===== config.mk =====
export PLATFORM = sky130hd
export DESIGN_NAME = targa_rle_pixel_decoder_core
export DESIGN_NICKNAME = d
export VERILOG_FILES = /design/src/rtl/tga_rle_pkg.sv /design/src/rtl/tga_rle_ctrl.sv /design/src/rtl/tga_rle_datapath.sv /design/src/rtl/targa_rle_pixel_decoder_core.sv
export VERILOG_INCLUDE_DIRS = /design/src /design/src/rtl
export SDC_FILE = /design/constraint.sdc
export NUM_CORES = 1
export LEC_CHECK = 0
export BUFFER_PORTS_ARGS = -buffer_cell sky130_fd_sc_hd__buf_2
export CORE_MARGIN = 5
export CORE_UTILIZATION = 48
export CTS_CLUSTER_DIAMETER = 40
export CTS_CLUSTER_SIZE = 16
export DETAILED_ROUTE_END_ITERATION = 8
export GPL_TIMING_DRIVEN = 0
export HOLD_SLACK_MARGIN = 0.1
export PLACE_DENSITY = 0.67
export SYNTH_ARGS = -nofsm -noshare
export SYNTH_HDL_FRONTEND = slang
export SYNTH_HIERARCHICAL = 1
export SYNTH_SLANG_ARGS = --single-unit

===== constraint.sdc =====
create_clock -name clk -period 17.8 [get_ports clk]
set_clock_uncertainty 0.1 [all_clocks]
set_input_delay 3.56 -clock clk [delete_from_list [all_inputs] [get_ports clk]]
set_output_delay 3.56 -clock clk [all_outputs]
set_load 0.01 [all_outputs]

===== src/rtl/targa_rle_pixel_decoder_core_defines.svh =====
// assertion macros for the targa rle pixel decoder
`ifndef TARGA_RLE_PIXEL_DECODER_CORE_DEFINES_SVH
`define TARGA_RLE_PIXEL_DECODER_CORE_DEFINES_SVH

`ifndef SYNTH
// checked while out of reset
`define TRD_ASSERT(name, prop, msg) \
  name: assert property (@(posedge clk) disable iff (rst) prop) else $error(msg);
// checked on every edge, reset included
`define TRD_ASSERT_ALWAYS(name, prop, msg) \
  name: assert property (@(posedge clk) prop) else $error(msg);
`else
`define TRD_ASSERT(name, prop, msg)
`define TRD_ASSERT_ALWAYS(name, prop, msg)
`endif

`endif


===== src/rtl/tga_rle_pkg.sv =====
package tga_rle_pkg;

  // configuration port
  localparam int CFG_IDX_W  = 3;
  localparam int CFG_DATA_W = 13;

  localparam logic [CFG_IDX_W-1:0] CFG_IMAGE_WIDTH   = 3'd0;
  localparam logic [CFG_IDX_W-1:0] CFG_IMAGE_HEIGHT  = 3'd1;
  localparam logic [CFG_IDX_W-1:0] CFG_PIXEL_FORMAT  = 3'd2;
  localparam logic [CFG_IDX_W-1:0] CFG_RLE_MODE      = 3'd3;
  localparam logic [CFG_IDX_W-1:0] CFG_ROWS_REVERSED = 3'd4;

  // pixel formats, code 3 behaves as bgra
  localparam logic [1:0] FMT_GRAY = 2'd0;
  localparam logic [1:0] FMT_BGR  = 2'd1;
  localparam logic [1:0] FMT_BGRA = 2'd2;

  localparam logic [12:0] RESET_WIDTH  = 13'd4;
  localparam logic [12:0] RESET_HEIGHT = 13'd1;
  localparam int          MIN_WIDTH    = 4;
  localparam int          MIN_HEIGHT   = 1;

  // largest literal count, counts above it start a run
  localparam logic [7:0] LITERAL_MAX = 8'd127;

  typedef struct packed {
    logic load;      // take the input word
    logic wrap;      // column past width: start the next row
    logic seg;       // build one row segment into the output register
    logic complete;  // row past height: mark the image complete
  } dp_cmd_t;

  typedef struct packed {
    logic pixel_ready;  // the offered word completes a pixel to emit
    logic emit_zero;    // no pixels left to emit
    logic col_over;     // column not below width
    logic row_over;     // row not below height
    logic out_last;     // held segment is the last for its word
  } dp_status_t;

endpackage


===== src/rtl/tga_rle_ctrl.sv =====
module tga_rle_ctrl (
  input  logic                    clk,
  input  logic                    rst,
  input  logic                    in_valid,
  output logic                    in_stall,
  output logic                    out_valid,
  input  logic                    out_stall,
  output logic                    cfg_ready,
  input  tga_rle_pkg::dp_status_t status,
  output tga_rle_pkg::dp_cmd_t    cmd
);
  import tga_rle_pkg::*;

  localparam logic [1:0] S_IDLE = 2'd0;
  localparam logic [1:0] S_SEG  = 2'd1;
  localparam logic [1:0] S_OUT  = 2'd2;

  logic [1:0] state, state_next;

  always_comb begin
    state_next = state;
    cmd        = '0;
    unique case (state)
      S_IDLE: begin
        if (in_valid) begin
          cmd.load = 1'b1;
          if (status.pixel_ready) state_next = S_SEG;
        end
      end
      S_SEG: begin
        priority if (status.emit_zero) begin
          state_next = S_IDLE;
        end else if (status.col_over) begin
          cmd.wrap = 1'b1;
        end else if (status.row_over) begin
          cmd.complete = 1'b1;
          state_next   = S_IDLE;
        end else begin
          cmd.seg    = 1'b1;
          state_next = S_OUT;
        end
      end
      S_OUT: begin
        if (!out_stall) state_next = status.out_last ? S_IDLE : S_SEG;
      end
      default: state_next = S_IDLE;
    endcase
  end

  always_ff @(posedge clk) begin
    if (rst) state <= S_IDLE;
    else     state <= state_next;
  end

  assign in_stall  = (state != S_IDLE);
  assign out_valid = (state == S_OUT);
  // register writes only with no byte on offer and nothing in flight
  assign cfg_ready = (state == S_IDLE) && !in_valid;

endmodule


===== src/rtl/tga_rle_datapath.sv =====
module tga_rle_datapath #(
  parameter int MAX_WIDTH  = 4096,
  parameter int MAX_HEIGHT = 4096
) (
  input  logic                                 clk,
  input  logic                                 rst,
  input  logic                                 cfg_we,
  input  logic [tga_rle_pkg::CFG_IDX_W-1:0]    cfg_index,
  input  logic [tga_rle_pkg::CFG_DATA_W-1:0]   cfg_data,
  input  logic [7:0]                           data_byte,
  input  logic                                 image_start,
  input  tga_rle_pkg::dp_cmd_t                 cmd,
  output tga_rle_pkg::dp_status_t              status,
  output logic [11:0]                          dest_row,
  output logic [11:0]                          start_col,
  output logic [7:0]                           run_length,
  output logic [7:0]                           red,
  output logic [7:0]                           green,
  output logic [7:0]                           blue,
  output logic [7:0]                           alpha,
  output logic                                 image_done,
  output logic                                 last
);
  import tga_rle_pkg::*;

  localparam int CW = $clog2(MAX_WIDTH + 1);
  localparam int RW = $clog2(MAX_HEIGHT + 1);

  // configuration
  logic [12:0] image_width, image_height;
  logic [1:0]  pixel_format;
  logic        rle_mode, rows_reversed;

  // decoder state
  logic          expect_count, expect_count_next;
  logic          packet_is_run, packet_is_run_next;
  logic [7:0]    pixels_left, pixels_left_next;
  logic [1:0]    byte_in_pixel, byte_in_pixel_next;
  logic [23:0]   color_bytes, color_bytes_next;
  logic [CW-1:0] column_count, column_count_next;
  logic [RW-1:0] row_count, row_count_next;
  logic          image_complete, image_complete_next;
  logic [7:0]    emit_left, emit_left_next;

  // clamped geometry
  logic [31:0] w_raw, h_raw, wc, hc;

  always_comb begin
    w_raw = 32'(image_width);
    h_raw = 32'(image_height);
    if (w_raw < 32'(MIN_WIDTH))       wc = 32'(MIN_WIDTH);
    else if (w_raw > 32'(MAX_WIDTH))  wc = 32'(MAX_WIDTH);
    else                              wc = w_raw;
    if (h_raw < 32'(MIN_HEIGHT))      hc = 32'(MIN_HEIGHT);
    else if (h_raw > 32'(MAX_HEIGHT)) hc = 32'(MAX_HEIGHT);
    else                              hc = h_raw;
  end

  // input word as seen after an optional image start
  logic        exp_c, run_c, cplt_c;
  logic [7:0]  left_c, left_dec;
  logic [1:0]  bip_c, bip_inc;
  logic [23:0] color_c;
  logic [31:0] full_color;
  logic        pix_done, is_count;
  logic [7:0]  count_pixels;

  assign exp_c   = image_start | expect_count;
  assign run_c   = image_start ? 1'b0 : packet_is_run;
  assign cplt_c  = image_start ? 1'b0 : image_complete;
  assign left_c  = image_start ? 8'd0 : pixels_left;
  assign bip_c   = image_start ? 2'd0 : byte_in_pixel;
  assign color_c = image_start ? 24'd0 : color_bytes;

  assign bip_inc    = bip_c + 2'd1;
  assign full_color = {8'd0, color_c} | (32'(data_byte) << {bip_c, 3'b000});
  assign is_count   = rle_mode & exp_c;
  always_comb begin
    unique case (pixel_format)
      FMT_GRAY: pix_done = 1'b1;
      FMT_BGR:  pix_done = (bip_inc == 2'd0) || (bip_inc >= 2'd3);
      default:  pix_done = (bip_inc == 2'd0);
    endcase
  end
  assign count_pixels = (data_byte > LITERAL_MAX) ? (data_byte - LITERAL_MAX)
                                                   : (data_byte + 8'd1);
  assign left_dec = (left_c != 8'd0) ? (left_c - 8'd1) : 8'd0;

  // segment arithmetic
  logic [31:0] col32, row32, rem32, sum32, row_inc, row_rev;
  logic [7:0]  seg_len, left_after;
  logic        row_end, seg_done, seg_last;

  assign col32      = 32'(column_count);
  assign row32      = 32'(row_count);
  assign rem32      = wc - col32;
  assign seg_len    = (rem32 < 32'(emit_left)) ? rem32[7:0] : emit_left;
  assign sum32      = col32 + 32'(seg_len);
  assign row_end    = (sum32 == wc);
  assign row_inc    = row32 + 32'd1;
  assign seg_done   = row_end && (row_inc >= hc);
  assign left_after = emit_left - seg_len;
  assign seg_last   = (left_after == 8'd0) || seg_done;
  assign row_rev    = hc - 32'd1 - row32;

  always_comb begin
    expect_count_next   = expect_count;
    packet_is_run_next  = packet_is_run;
    pixels_left_next    = pixels_left;
    byte_in_pixel_next  = byte_in_pixel;
    color_bytes_next    = color_bytes;
    column_count_next   = column_count;
    row_count_next      = row_count;
    image_complete_next = image_complete;
    emit_left_next      = emit_left;
    if (cmd.load) begin
      if (image_start) begin
        expect_count_next   = 1'b1;
        packet_is_run_next  = 1'b0;
        pixels_left_next    = 8'd0;
        byte_in_pixel_next  = 2'd0;
        color_bytes_next    = 24'd0;
        column_count_next   = '0;
        row_count_next      = '0;
        image_complete_next = 1'b0;
      end
      if (!cplt_c) begin
        if (is_count) begin
          packet_is_run_next = (data_byte > LITERAL_MAX);
          pixels_left_next   = count_pixels;
          expect_count_next  = 1'b0;
          byte_in_pixel_next = 2'd0;
          color_bytes_next   = 24'd0;
        end else if (!pix_done) begin
          color_bytes_next   = full_color[23:0];
          byte_in_pixel_next = bip_inc;
        end else begin
          byte_in_pixel_next = 2'd0;
          color_bytes_next   = 24'd0;
          if (!rle_mode) begin
            emit_left_next = 8'd1;
          end else if (run_c) begin
            emit_left_next    = left_c;
            pixels_left_next  = 8'd0;
            expect_count_next = 1'b1;
          end else begin
            emit_left_next   = 8'd1;
            pixels_left_next = left_dec;
            if (left_dec == 8'd0) expect_count_next = 1'b1;
          end
        end
      end
    end
    if (cmd.wrap) begin
      column_count_next = '0;
      row_count_next    = row_inc[RW-1:0];
    end
    if (cmd.seg) begin
      emit_left_next = left_after;
      if (row_end) begin
        column_count_next = '0;
        row_count_next    = row_inc[RW-1:0];
      end else begin
        column_count_next = sum32[CW-1:0];
      end
      if (seg_done) image_complete_next = 1'b1;
    end
    if (cmd.complete) image_complete_next = 1'b1;
  end

  always_ff @(posedge clk) begin
    if (rst) begin
      image_width    <= RESET_WIDTH;
      image_height   <= RESET_HEIGHT;
      pixel_format   <= FMT_BGR;
      rle_mode       <= 1'b0;
      rows_reversed  <= 1'b0;
      expect_count   <= 1'b1;
      packet_is_run  <= 1'b0;
      pixels_left    <= 8'd0;
      byte_in_pixel  <= 2'd0;
      color_bytes    <= 24'd0;
      column_count   <= '0;
      row_count      <= '0;
      image_complete <= 1'b0;
      emit_left      <= 8'd0;
    end else begin
      if (cfg_we) begin
        unique case (cfg_index)
          CFG_IMAGE_WIDTH:   image_width   <= cfg_data;
          CFG_IMAGE_HEIGHT:  image_height  <= cfg_data;
          CFG_PIXEL_FORMAT:  pixel_format  <= cfg_data[1:0];
          CFG_RLE_MODE:      rle_mode      <= cfg_data[0];
          CFG_ROWS_REVERSED: rows_reversed <= cfg_data[0];
          default: ;
        endcase
      end
      expect_count   <= expect_count_next;
      packet_is_run  <= packet_is_run_next;
      pixels_left    <= pixels_left_next;
      byte_in_pixel  <= byte_in_pixel_next;
      color_bytes    <= color_bytes_next;
      column_count   <= column_count_next;
      row_count      <= row_count_next;
      image_complete <= image_complete_next;
      emit_left      <= emit_left_next;
    end
  end

  // output word, held while presented
  always_ff @(posedge clk) begin
    if (cmd.load && status.pixel_ready) begin
      if (pixel_format == FMT_GRAY) begin
        red   <= full_color[7:0];
        green <= 8'd0;
        blue  <= 8'd0;
        alpha <= 8'd0;
      end else begin
        blue  <= full_color[7:0];
        green <= full_color[15:8];
        red   <= full_color[23:16];
        alpha <= (pixel_format == FMT_BGR) ? 8'd0 : full_color[31:24];
      end
    end
    if (cmd.seg) begin
      dest_row   <= rows_reversed ? row_rev[11:0] : row32[11:0];
      start_col  <= col32[11:0];
      run_length <= seg_len;
      image_done <= seg_done;
      last       <= seg_last;
    end
  end

  assign status.pixel_ready = !cplt_c && !is_count && pix_done;
  assign status.emit_zero   = (emit_left == 8'd0);
  assign status.col_over    = (col32 >= wc);
  assign status.row_over    = (row32 >= hc);
  assign status.out_last    = last;

endmodule


===== src/rtl/targa_rle_pixel_decoder_core.sv =====
// a count byte or a byte inside a pixel is taken in idle and gives no word
// a completing byte moves to the segment state, which builds the first segment word
// each segment is built in the segment state and held in the output state while stalled
// a pixel byte thus gives one word per segment (a run split over rows adds segments)
// synchronous active-high reset restores the register defaults and clears decoder state
module targa_rle_pixel_decoder_core #(
  parameter int MAX_WIDTH  = 4096,
  parameter int MAX_HEIGHT = 4096
) (
  input  logic                               clk,
  input  logic                               rst,
  // input byte channel
  input  logic                               in_valid,
  output logic                               in_stall,
  input  logic [7:0]                         data_byte,
  input  logic                               image_start,
  // segment channel
  output logic                               out_valid,
  input  logic                               out_stall,
  output logic [11:0]                        dest_row,
  output logic [11:0]                        start_col,
  output logic [7:0]                         run_length,
  output logic [7:0]                         red,
  output logic [7:0]                         green,
  output logic [7:0]                         blue,
  output logic [7:0]                         alpha,
  output logic                               image_done,
  output logic                               last,
  // configuration write channel
  input  logic                               cfg_valid,
  output logic                               cfg_ready,
  input  logic [tga_rle_pkg::CFG_IDX_W-1:0]  cfg_index,
  input  logic [tga_rle_pkg::CFG_DATA_W-1:0] cfg_data
);
  import tga_rle_pkg::*;

`include "targa_rle_pixel_decoder_core_defines.svh"

  dp_cmd_t    cmd;
  dp_status_t status;

  // controller: idle takes a word, then the sequencer walks the run
  // one row segment at a time and parks each segment in the output register
  tga_rle_ctrl u_ctrl (
    .clk       (clk),
    .rst       (rst),
    .in_valid  (in_valid),
    .in_stall  (in_stall),
    .out_valid (out_valid),
    .out_stall (out_stall),
    .cfg_ready (cfg_ready),
    .status    (status),
    .cmd       (cmd)
  );

  // datapath: packet parsing, pixel assembly, row/column counters,
  // segment split against the clamped width and height
  tga_rle_datapath #(
    .MAX_WIDTH  (MAX_WIDTH),
    .MAX_HEIGHT (MAX_HEIGHT)
  ) u_dp (
    .clk         (clk),
    .rst         (rst),
    .cfg_we      (cfg_valid & cfg_ready),
    .cfg_index   (cfg_index),
    .cfg_data    (cfg_data),
    .data_byte   (data_byte),
    .image_start (image_start),
    .cmd         (cmd),
    .status      (status),
    .dest_row    (dest_row),
    .start_col   (start_col),
    .run_length  (run_length),
    .red         (red),
    .green       (green),
    .blue        (blue),
    .alpha       (alpha),
    .image_done  (image_done),
    .last        (last)
  );

  // one word in flight: never take a byte while a segment is on offer
  `TRD_ASSERT(a_no_overlap, !(out_valid && !in_stall), "input taken while segment offered")
  // a segment always carries at least one pixel
  `TRD_ASSERT(a_len_nonzero, out_valid |-> (run_length != 8'd0), "zero length segment")
  // the segment that finishes the image ends the sequence for its byte
  `TRD_ASSERT(a_done_is_last, (out_valid && image_done) |-> last, "image done without last")
  // a taken last segment returns the block to idle
  `TRD_ASSERT(a_last_to_idle, (out_valid && !out_stall && last) |=> !in_stall,
              "not idle after last segment")

endmodule


Yosys cells after proc, flatten, opt, wreduce, memory -nomap -nowiden
Cells that the tools add are included.
{"block": "classes", "n_eq_ne": 14, "n_lt_le_gt_ge": 10, "n_mux": 72, "n_reduce_logical": 32, "addsub": 10, "shifts": 1, "bitwise": 4}
{"op": "2-to-1 mux 13 bit", "n": 13}
{"op": "2-to-1 mux 8 bit", "n": 17}
{"op": "2-to-1 mux 24 bit", "n": 4}
{"op": "== test 32 bit", "n": 1}
{"op": ">= comparator 13 x 32 -> 1 bit", "n": 1}
{"op": "less-than comparator 32 x 8 -> 1 bit", "n": 1}
{"op": "2-to-1 mux 32 bit", "n": 1}
{"op": "bitwise OR 24 x 32 -> 32 bit", "n": 1}
{"op": "<< shifter 8 x 5 -> 32 bit", "n": 1}
{"op": "subtractor 32 x 13 -> 32 bit", "n": 1}
{"op": "greater-than comparator 13 bit, second input constant", "n": 2}
{"op": "logical NOT 8 bit", "n": 3}
{"op": "2-to-1 mux 2 bit", "n": 11}
{"op": "2-to-1 mux 1 bit", "n": 21}
{"op": "adder 13 x 1 -> 14 bit, second input constant", "n": 1}
{"op": "adder 13 x 8 -> 14 bit", "n": 1}
{"op": ">= comparator 14 x 13 -> 1 bit", "n": 1}
{"op": ">= comparator 13 bit", "n": 1}
{"op": "less-than comparator 13 x 1 -> 1 bit, second input constant", "n": 1}
{"op": "less-than comparator 13 x 3 -> 1 bit, second input constant", "n": 1}
{"op": "2-to-1 mux 12 bit", "n": 1}
{"op": "AND reduction 2 bit", "n": 6}
{"op": "subtractor 12 x 1 -> 12 bit, second input constant", "n": 1}
{"op": "subtractor 12 bit", "n": 1}
{"op": "30 further kinds", "n": 50}
{"block": "totals", "elab_cells": 167, "ff_bits": 169, "inputBits": 30, "out_inout_bits": 69}

Logic depth before layout (Yosys ltp)
Gate-level depths: netlist of run 1.
{"block": "depth", "word_depth": 12, "mapped_depth": 35}

By module
The synthesis of run 1 kept the hierarchy.
{"mod": "tga_rle_datapath", "area_per_inst_um2": 10576.4, "n_inst": 1, "cells_per_inst": 1223}
{"mod": "tga_rle_ctrl", "area_per_inst_um2": 170.2, "n_inst": 1, "cells_per_inst": 18}
{"mod": "targa_rle_pixel_decoder_core", "area_per_inst_um2": 6.3, "n_inst": 1, "cells_per_inst": 1}

Worst setup path after synthesis of run 1
OpenSTA, ideal clock, no wires.
{"block": "synth_timing", "path_kind": "input port to output port", "start": "in in_valid", "end": "out cfg_ready", "path_buffers": 0, "path_stages": 1, "path_slack_ns": 10.392, "t_required_ns": 14.140, "arrival_time_ns": 3.748, "path_cell_list": "nor2_1"}
{"block": "synth_via", "elab_chain_len": 2}
{"element": "start, declared", "line_no": "targa_rle_pixel_decoder_core.sv:13", "rtl": "input logic in_valid,"}
{"element": "logical NOT 1 bit", "line_no": "tga_rle_ctrl.sv:58", "rtl": "assign cfg_ready = (state == S_IDLE) && !in_valid;"}
{"element": "logical AND 1 bit", "line_no": "tga_rle_ctrl.sv:58"}
{"element": "end, declared", "line_no": "targa_rle_pixel_decoder_core.sv:31", "rtl": "output logic cfg_ready,"}
Every way passes these cells.

Worst setup path in the final report of run 1
{"block": "layout_timing", "start": "reg u_dp.image_width[7]", "end": "reg u_dp.row_count[0]"}
{"block": "layout_via", "elab_chain_len": 10, "word_cells_on_any_way": 17, "classes_between": "add/sub (2); order compare (4); eq/ne (1); mux (10)"}
{"element": "start, declared", "line_no": "tga_rle_datapath.sv:30", "rtl": "logic [12:0] image_width, image_height;"}
{"element": "start signal, assigned", "line_no": "tga_rle_datapath.sv:190", "rtl": "CFG_IMAGE_WIDTH: image_width <= cfg_data;"}
{"element": "greater-than comparator 13 bit", "line_no": "tga_rle_datapath.sv:52", "rtl": "else if (w_raw > 32'(MAX_WIDTH)) wc = 32'(MAX_WIDTH);"}
{"element": "2-to-1 mux 13 bit", "line_no": "tga_rle_datapath.sv:52"}
{"element": "2-to-1 mux 32 bit *", "line_no": "tga_rle_datapath.sv:51", "rtl": "if (w_raw < 32'(MIN_WIDTH)) wc = 32'(MIN_WIDTH);"}
{"element": "subtractor 32 x 13 -> 32 bit *", "line_no": "tga_rle_datapath.sv:96", "rtl": "assign rem32 = wc - col32;"}
{"element": "less-than comparator 32 x 8 -> 1 bit", "line_no": "tga_rle_datapath.sv:97", "rtl": "assign seg_len = (rem32 < 32'(emit_left)) ? rem32[7:0] : emit_left;"}
{"element": "2-to-1 mux 8 bit *", "line_no": "tga_rle_datapath.sv:97"}
{"element": "named net u_dp.seg_len[0]", "line_no": "tga_rle_datapath.sv:91", "rtl": "logic [7:0] seg_len, left_after;"}
{"element": "adder 13 x 8 -> 14 bit *", "line_no": "tga_rle_datapath.sv:98", "rtl": "assign sum32 = col32 + 32'(seg_len);"}
{"element": "== test 32 bit *", "line_no": "tga_rle_datapath.sv:99", "rtl": "assign row_end = (sum32 == wc);"}
{"element": "2-to-1 mux 13 bit *", "line_no": "tga_rle_datapath.sv:160", "rtl": "if (row_end) begin"}
{"element": "2-to-1 mux 13 bit *", "line_no": "tga_rle_datapath.sv:158", "rtl": "if (cmd.seg) begin"}
{"element": "end signal, assigned", "line_no": "tga_rle_datapath.sv:204", "rtl": "row_count <= row_count_next;"}
{"element": "end, declared", "line_no": "tga_rle_datapath.sv:41", "rtl": "logic [RW-1:0] row_count, row_count_next;"}
Mark *: on every way through the listed nets, which the timed path passes. The rest lies on a longest branch.
A chain may end at the register's enable or synchronous reset.

==> impl_metrics.ini, run 1 <==
[cts]
clock_latency_ns = 0.43
cts_num_sinks = 169
cts_root_buffer = clkbuf_16
cts_setup_buffers = 0
clk_pin_slew_worst_paths_ns = 0.07
cts-resized-gates = 0
cts_buffer_depth = 2
cts_tree = yes
cts_htree_levels = 4
cts_buffers = 17
hold_buffers = 0

[sta]
hold_viol = 0
finalCritPeriodShare_pct = 49.9
rsz0062_at_grt = no
min_period_ns = 8.88
fin_hold_ws_ns = 0.389
final_max_slew_viol_count = 0
setup-violations-final = 0
setup_tns_ns = 0
fmax_mhz = 113
max_slew.worst_pin.slew_ns = 0.947
slew_headroom_pct = 36.4

[yosys]
ys_warn_count = 6
synthSimpleGateAreaFrac_pct = 20.3
synth_async_sr_flop_share_pct = 0
synth_compound_gate_area_share_pct = 21.0
ys_seq_elements = 169
yosysUniqueCellTypes = 92
synth_area_sq_um = 10800
ys_seq_area_share_pct = 37.6
synth_xor_area_share_pct = 4.83
synth_top_family_by_area = compound AO/OA/AOI/OAI gates
synthCells = 1242
yosys.area_share.adder_pct = 9.86
syn_avg_cell_area_sq_um = 8.66
synth.mux.area_fraction_pct = 1.29
synth_edf_count = 66
synth_nets = 1352
synthFlopType = dfxtp_1

[final_layout]
fillers = 2063
final_common_cell = nand2_1
final_area_sq_um = 12200
layout-drive-gt1-share_pct = 12.4
utilization_pct = 55.6
final_cell_mix = 131 x nand2_1, 125 x nor2_1, 106 x a21oi_1
regArea_sq_um = 4040
antenna_cells = 0
areaGrowthSynthToFinish_pct = 13.5
nets = 1465
multi_input_area_sq_um = 6170

[setup_path]
cp_slowest_cell = nor4_4
worstSetupEndpointType = flop
rr_startpoint = u_dp/image_width[7]$_SDFFE_PP0P_
r2r-end = u_dp/row_count[0]$_SDFF_PP0_
path_max_fanout = 10
setup.worst_path.start_class = flop
r2r_slack_ns = 8.92
critPathKind = flop to flop
arrival_ns = 9.10
rr_worst_depth = 35
path_buf_inv = 3
crit_required_ns = 18.03
crit_family = compound AO/OA/AOI/OAI gates
critical-path-max-stage-delay_ns = 0.48

[drt]
drt_iter0_drc = 636
drt-total-wl_um = 29600
drc_errors = 0
dr.pass1.iters = 6
ant_nets = 0
vias_per_cell = 5.76
wl_per_cell_um = 18.0
num_vias = 9489

[global_route]
grt_overflow = 0
grt_max_degree = 42
antenna_found_initial = 2
grtUsageTotal_pct = 23.0
grt_pass1_vias = 9222
grt_pass1_wl_um = 47900

[worst_hold_path]
hold_path.class = flop to flop
min_path_cells = 2
holdPathEnd = u_dp/image_height[10]$_SDFFE_PP0P_
worstHoldStart = u_dp/image_height[10]$_SDFFE_PP0P_

[place]
io_buffers = 93
gp_congestion = 0.893
dpl_cell_area_sq_um = 11600
dp_hpwl_um = 22600

[power]
p_leak_nw = 5.04
ir_worst_vdd_v = 0.0000551
power.density_nw_per_um2 = 73.3
finalPower_w = 0.000895

[die]
core_sq_um = 22000
die_area_sq_um = 25500
fp.dieH_um = 160
die_w_um = 160
io_pins = 99
num_rows = 54
start_util_pct = 49.0

[run_status]
status = completed

[job]
cap_violations = 0
report_power, final:
| group | switching [W] | internal [W] |
|---|---|---|
| registers | 0.00000284 | 0.000405 |
| logic | 0.0000698 | 0.0000409 |
| clock network | 0.000185 | 0.000191 |
registers in the layout (all words and copies together), names as in the netlist:
register             flops
u_dp/byte_in_pixel       2
u_dp/pixels_left         8
u_dp/pixel_format        2
u_dp/image_height       13
u_ctrl/state             2
u_dp/color_bytes        24
u_dp/image_width        13
u_dp/emit_left           8
u_dp/column_count       13
u_dp/image_done          1
u_dp/last                1
u_dp/blue                8
u_dp/red                 8
u_dp/run_length          8
u_dp/green               8
u_dp/dest_row           12
u_dp/alpha               8
u_dp/rle_mode            1
u_dp/image_complete      1
u_dp/expect_count        1
u_dp/row_count          13
u_dp/rows_reversed       1
u_dp/packet_is_run       1
u_dp/start_col          12
metrics by stage:
step	cells	worst slack, ns
floorplan	1242	10.39
global placement	1615	8.73
detailed placement	1616	9.17
CTS	1648	9.09
global route	1648	8.28
finish	1648	8.92
cell type report:
class                      count  share of cell area [%]
tap                          280                    2.87
buffer                        58                    1.97
multi-input combinational    932                    50.5
timing repair buffer          94                    4.04
inverter                      83                    2.55
clock buffer                  17                    3.49
clock inverter                15                    1.44
sequential                   169                    33.1
cell usage after synthesis, types with 12 or more instances:
cell type	instances	area share, %
ha_1	75	8.7
xor2_1	13	1.1
nor3_1	27	1.3
a21o_1	27	1.9
clkbuf_1	44	1.5
edfxtp_1	66	18
o21ai_0	56	2.6
and2_1	17	0.99
nand3_1	21	0.98
a31oi_1	14	0.81
nand2_1	131	4.6
inv_1	81	2.8
xnor2_1	39	3.2
dfxtp_1	103	19
nor2b_1	40	2.3
a21oi_1	106	4.9
a22oi_1	35	2.4
nand4_1	12	0.70
nor2_1	126	4.4
a211oi_1	12	0.84
nand2b_1	17	0.99
worst max-delay path by stage:
stage / depth (start not counted) / startpoint / to
detailed placement: 35 / u_dp/image_width[7]$_SDFFE_PP0P_ / u_dp/row_count[0]$_SDFF_PP0_
floorplan: 1 / in_valid / cfg_ready
global placement: 20 / u_dp/image_width[7]$_SDFFE_PP0P_ / u_dp/column_count[10]$_SDFFE_PP0P_
global route: 35 / u_dp/image_width[7]$_SDFFE_PP0P_ / u_dp/row_count[0]$_SDFF_PP0_
CTS: 35 / u_dp/image_width[6]$_SDFFE_PP0P_ / u_dp/row_count[0]$_SDFF_PP0_
finish: 35 / u_dp/image_width[7]$_SDFFE_PP0P_ / u_dp/row_count[0]$_SDFF_PP0_
metal layers:
layer  up-vias  share of wire (%)  track usage (%)
met2       239                 48             39.0
met3        40                4.1             3.76
met5         -              0.071                0
met4         4                2.1             6.67
met1      4554                 46             30.4
li1       4652                  -                -
kinds of logic after synthesis:
kind of cell | after synthesis
adder cells (fa/ha/maj) | 82
AND/OR/NAND/NOR | 445
buffers and inverters | 141
multiplexers | 13
XOR/XNOR | 55
AO/OA/AOI/OAI | 337
flip-flops | 169
worst reg2reg max path: cells and delay by family, from the launching register on:
family,cells,cell delay [ns]
buffers and inverters,3,0.47
DFF,1,0.41
AOI/OAI and AO/OA,12,3.17
adders and majority gates,5,1.83
and+or+nand+nor,13,2.36
xor gates and xnor gates,1,0.17
muxes,1,0.25
No activity file was read; power rests on OpenSTA's default activity.
==> run 2, diff against run 1 <==
==> constraint.sdc (replaced) <==
create_clock -name clk -period 8.79 [get_ports clk]
set_clock_uncertainty 0.1 [all_clocks]
set_input_delay 1.758 -clock clk [delete_from_list [all_inputs] [get_ports clk]]
set_output_delay 1.758 -clock clk [all_outputs]
set_load 0.01 [all_outputs]
==> impl_metrics.ini, run 2 (synthesis gave the netlist of run 1 again) <==
[run_status]
status = completed

[die]
start_util_pct = 49.0
die_area_sq_um = 25500
num_rows = 54
fp.dieH_um = 160
die_w_um = 160
io_pins = 99
core_sq_um = 22000

[final_layout]
layout-drive-gt1-share_pct = 13.2
final_cell_mix = 131 x nand2_1, 125 x nor2_1, 105 x a21oi_1
regMostFlops = u_dp/color_bytes
largest_reg_flops = 24
antenna_cells = 0
fillers = 2050
nets = 1470
areaGrowthSynthToFinish_pct = 14.2
final_common_cell = nand2_1

[worst_hold_path]
hold_path.class = flop to flop
min_path_cells = 2

[drt]
drc_errors = 0
ant_nets = 0
dr.pass1.iters = 6
drt-total-wl_um = 29600
drt_iter0_drc = 648
vias_per_cell = 5.79
wl_per_cell_um = 17.9
num_vias = 9570

[sta]
worst_slack_ns = 0.629
rsz0062_at_grt = no
setup-violations-final = 0
final_max_slew_viol_count = 0
finalCritPeriodShare_pct = 92.8
fin_hold_ws_ns = 0.388
hold_viol = 0
slew_headroom_pct = 33.9
fmax_mhz = 123
min_period_ns = 8.16
max_slew.worst_pin.slew_ns = 0.983

[power]
ir_worst_vdd_v = 0.000112
p_leak_nw = 5.07
clockPowerShare_pct = 41.7
power.density_nw_per_um2 = 148
swShare_pct = 28.7
internal_power_w = 0.00130
p_sw_w = 0.000523
comb_power_share_pct = 12.9
seq_power_share_pct = 45.4

[global_route]
met1_usage_pct = 30.4
use_met2_pct = 39.0
grtUsageTotal_pct = 23.0
grt_max_degree = 42
use_met3_pct = 3.76
grt-busiest-layer = met2
grt_overflow = 0
grt_pass1_vias = 9222
grt_pass1_wl_um = 47900
antenna_found_initial = 2

[setup_path]
crit_required_ns = 9.01
setup.worst_path.start_class = flop
critical-path-max-stage-delay_ns = 0.45
cp_slowest_cell = fa_1
crit_top_cell = nor2_1
rr_worst_depth = 36
path_max_fanout = 10
arrival_ns = 8.39
worstSetupEndpointType = flop
critPathKind = flop to flop

[place]
dp_slack_ns = 0.158
dp_hpwl_um = 22600
gp_congestion = 0.893
io_buffers = 93

[cts]
cts_buffers = 17
clock_latency_ns = 0.43
cts_buffer_depth = 2
hold_buffers = 0
cts_root_buffer = clkbuf_16
cts_htree_levels = 4
cts_tree = yes
clk_pin_slew_worst_paths_ns = 0.07
cts_num_sinks = 169

[job]
cap_violations = 0
run 2: cell count changes in the layout (fill, tap and decap cells not counted), sizes merged:
cell and delta:
buf +4, clkbuf +1
run 2: layout make-up:
type	instances	area, sq um	share of cell area (%)
Timing Repair Buffer	99	531	4.32
Clock inverter	15	175	1.43
Inverter	83	312	2.54
Tap cell	280	350	2.85
Buffer	58	245	2.00
Clock buffer	17	425	3.46
Multi-Input combinational cell	932	6200	50.5
Sequential cell	169	4040	32.9
run 2: path summary, 6_finish.rpt:
kind                                       from                                 end  slack (ns)
min reg2reg  u_dp/image_height[10]$_SDFFE_PP0P_  u_dp/image_height[10]$_SDFFE_PP0P_        0.39
max            u_dp/image_width[6]$_SDFFE_PP0P_        u_dp/row_count[0]$_SDFF_PP0_        0.63
min          u_dp/image_height[10]$_SDFFE_PP0P_  u_dp/image_height[10]$_SDFFE_PP0P_        0.39
max reg2reg    u_dp/image_width[6]$_SDFFE_PP0P_        u_dp/row_count[0]$_SDFF_PP0_        0.63
run 2: critical path, delay by kind of cell, from the launching register on:
| family | cells | cell delay (ns) |
|---|---|---|
| AND/OR/NAND/NOR | 15 | 2.46 |
| AO/OA/AOI/OAI | 10 | 2.15 |
| adder cells (fa/ha/maj) | 5 | 1.74 |
| buffers and inverters | 4 | 0.62 |
| multiplexers | 1 | 0.25 |
| XOR/XNOR | 1 | 0.25 |
| flip-flops | 1 | 0.43 |
run 2: power by group through the flow:
stage | sequential, W | combinational, W | clock (W)
floorplan | 0.000844 | 0.000156 | 0
global placement | 0.000845 | 0.000218 | 0
detailed placement | 0.000845 | 0.000220 | 0
CTS | 0.000827 | 0.000222 | 0.000772
global route | 0.000828 | 0.000258 | 0.000808
finish | 0.000827 | 0.000235 | 0.000759
run 2: stage by stage:
stage	area [sq um]	cells	total power, W	setup TNS [ns]	utilization [%]
after floorplan	10800	1242	0.00100	0	-
after CTS	12200	1648	0.00182	0	55.6
final	12300	1653	0.00182	0	55.9
after global routing	12300	1653	0.00189	0	55.9
after global placement	11600	1615	0.00106	-2.25	52.7
after detailed placement	11600	1616	0.00106	0	52.8
run 2: layer usage:
metal / routed length [um] / part of all wire [%]
met1: 13500 / 46
met2: 14200 / 48
met3: 1260 / 4.2
met4: 667 / 2.2
met5: 21 / 0.071
run 2: timing repair:
item,4_1_cts,5_1_grt
resized for setup,0,13
buffers inserted,0,5
setup endpoints to repair,0,29
==> run 3, diff against run 2 <==
--- a/config.mk
+++ b/config.mk
@@ -9,6 +9,7 @@
 export BUFFER_PORTS_ARGS = -buffer_cell sky130_fd_sc_hd__buf_2
 export CORE_MARGIN = 5
 export CORE_UTILIZATION = 48
+export CTS_BUF_LIST = sky130_fd_sc_hd__clkbuf_4 sky130_fd_sc_hd__clkbuf_8
 export CTS_CLUSTER_DIAMETER = 40
 export CTS_CLUSTER_SIZE = 16
 export DETAILED_ROUTE_END_ITERATION = 8
==> impl_metrics.ini, run 3 (synthesis gave the netlist of run 1 again) <==
[run_status]
status = completed

[place]
gp_congestion = 0.893
io_buffers = 93
dp_hpwl_um = 22600

[drt]
drc_errors = 0
dr.pass1.iters = 5
routed-wl-met2_um = 14000
vias_per_cell = 5.78
wl_per_cell_um = 17.8
top_layer = met5
drt_iter0_drc = 677
wl_met3_um = 1460
num_vias = 9543
drt-total-wl_um = 29300
ant_nets = 0
wl_met1_um = 13200

[sta]
fmax_mhz = 121
hold_viol = 0
slew_headroom_pct = 36.9
setup-violations-final = 0
max_slew.worst_pin.slew_ns = 0.940
min_period_ns = 8.25
finalCritPeriodShare_pct = 93.8
final_max_slew_viol_count = 0

[global_route]
grt_max_degree = 42
antenna_found_initial = 3
grt_pass1_vias = 9173
grt_overflow = 0
grtUsageTotal_pct = 22.7
grt_pass1_wl_um = 47500

[final_layout]
multi_input_area_sq_um = 6200
utilization_pct = 55.0
antenna_cells = 0
areaGrowthSynthToFinish_pct = 12.4
regMostFlops = u_dp/color_bytes
fillers = 2084
layout-drive-gt1-share_pct = 13.1
nets = 1469
largest_reg_flops = 24
final_cell_mix = 131 x nand2_1, 125 x nor2_1, 105 x a21oi_1
regArea_sq_um = 4040
final_common_cell = nand2_1

[setup_path]
crit_required_ns = 9.05
critical-path-max-stage-delay_ns = 0.45
r2r_slack_ns = 0.54
rr_startpoint = u_dp/image_width[6]$_SDFFE_PP0P_
cp_slowest_cell = dfxtp_1
r2r-end = u_dp/row_count[0]$_SDFF_PP0_
setup.worst_path.start_class = flop
setup.worst_path.end = u_dp/row_count[0]$_SDFF_PP0_
arrival_ns = 8.51
critPathKind = flop to flop
worstSetupEndpointType = flop
crit_top_cell = nor2_1
path_max_fanout = 10
rr_worst_depth = 36
startpoint = u_dp/image_width[6]$_SDFFE_PP0P_

[cts]
cts_root_buffer = clkbuf_8
cts_num_sinks = 169
cts_buffers = 17
clk_pin_slew_worst_paths_ns = 0.10
cts_htree_levels = 4
cts_buffer_depth = 2
clock_latency_ns = 0.46
cts_tree = yes

[power]
finalPower_w = 0.00163
power.density_nw_per_um2 = 135
p_leak_nw = 4.98
ir_worst_vdd_v = 0.0000817

[die]
die_w_um = 160
fp.dieH_um = 160
core_sq_um = 22000
num_rows = 54
start_util_pct = 49.0
io_pins = 99
die_area_sq_um = 25500

[job]
cap_violations = 0

[worst_hold_path]
hold_path.class = flop to flop
-- run 3: cell types whose count changed in the layout (fill, tap and decap cells not counted) --
cell,before,now
buf_4,7,6
clkbuf_16,17,0
clkbuf_8,0,17
-- run 3: how the worst min path moves through the flow --
stage / endpoint / cells past startpoint / start
detailed placement: u_dp/image_width[8]$_SDFFE_PP0P_ / 2 / u_dp/image_width[8]$_SDFFE_PP0P_
floorplan: u_dp/start_col[7]$_DFFE_PP_ / 0 / u_dp/column_count[7]$_SDFFE_PP0P_
finish: u_dp/image_height[1]$_SDFFE_PP0P_ / 2 / u_dp/image_height[1]$_SDFFE_PP0P_
CTS: u_dp/image_width[9]$_SDFFE_PP0P_ / 2 / u_dp/image_width[9]$_SDFFE_PP0P_
global placement: u_dp/image_width[8]$_SDFFE_PP0P_ / 2 / u_dp/image_width[8]$_SDFFE_PP0P_
global route: u_dp/image_height[1]$_SDFFE_PP0P_ / 2 / u_dp/image_height[1]$_SDFFE_PP0P_
-- run 3: worst max-delay path, delay by kind of cell, from the launching register on --
kind / cells / cell delay [ns]
AO/OA/AOI/OAI: 10 / 2.22
XOR/XNOR: 1 / 0.25
adder cells (fa/ha/maj): 5 / 1.77
buffers and inverters: 4 / 0.62
flip-flops: 1 / 0.45
multiplexers: 1 / 0.25
AND/OR/NAND/NOR: 15 / 2.47
-- run 3: final cells by class --
class | instances | share of cell area [%]
Multi-Input combinational cell | 932 | 51.3
Timing Repair Buffer | 98 | 4.33
Clock inverter | 15 | 1.45
Tap cell | 280 | 2.90
Buffer | 58 | 2.03
Clock buffer | 17 | 1.94
Inverter | 83 | 2.58
Sequential cell | 169 | 33.5
-- run 3: stage by stage --
stage	area, sq um	setup WS [ns]	cells	hold WS [ns]	TNS [ns]
final	12100	0.542	1652	0.391	0
after global routing	12100	-0.0249	1652	0.413	-0.0249
after CTS	12000	0.109	1648	0.386	0
after detailed placement	11600	0.158	1616	0.367	0
after global placement	11600	-0.279	1615	0.357	-2.25
after floorplan	10800	1.40	1242	0.331	0
-- run 3: power breakdown --
part           switching, W  internal, W
logic              0.000143    0.0000895
clock network      0.000347     0.000219
registers        0.00000579     0.000821
total              0.000496      0.00113
-- run 3: metal layers --
layer  up-vias  global-route usage, %
met2       268                   38.3
li1       4666                      -
met5         -                      0
met4         6                   6.82
met3        49                   3.66
met1      4554                   30.2
-- run 3: what timing repair did --
item | 4_1_cts | 5_1_grt
gates resized for setup | 0 | 13
setup endpoints to repair | 0 | 29
hold buffers | 0 | 0
buffers inserted | 0 | 4
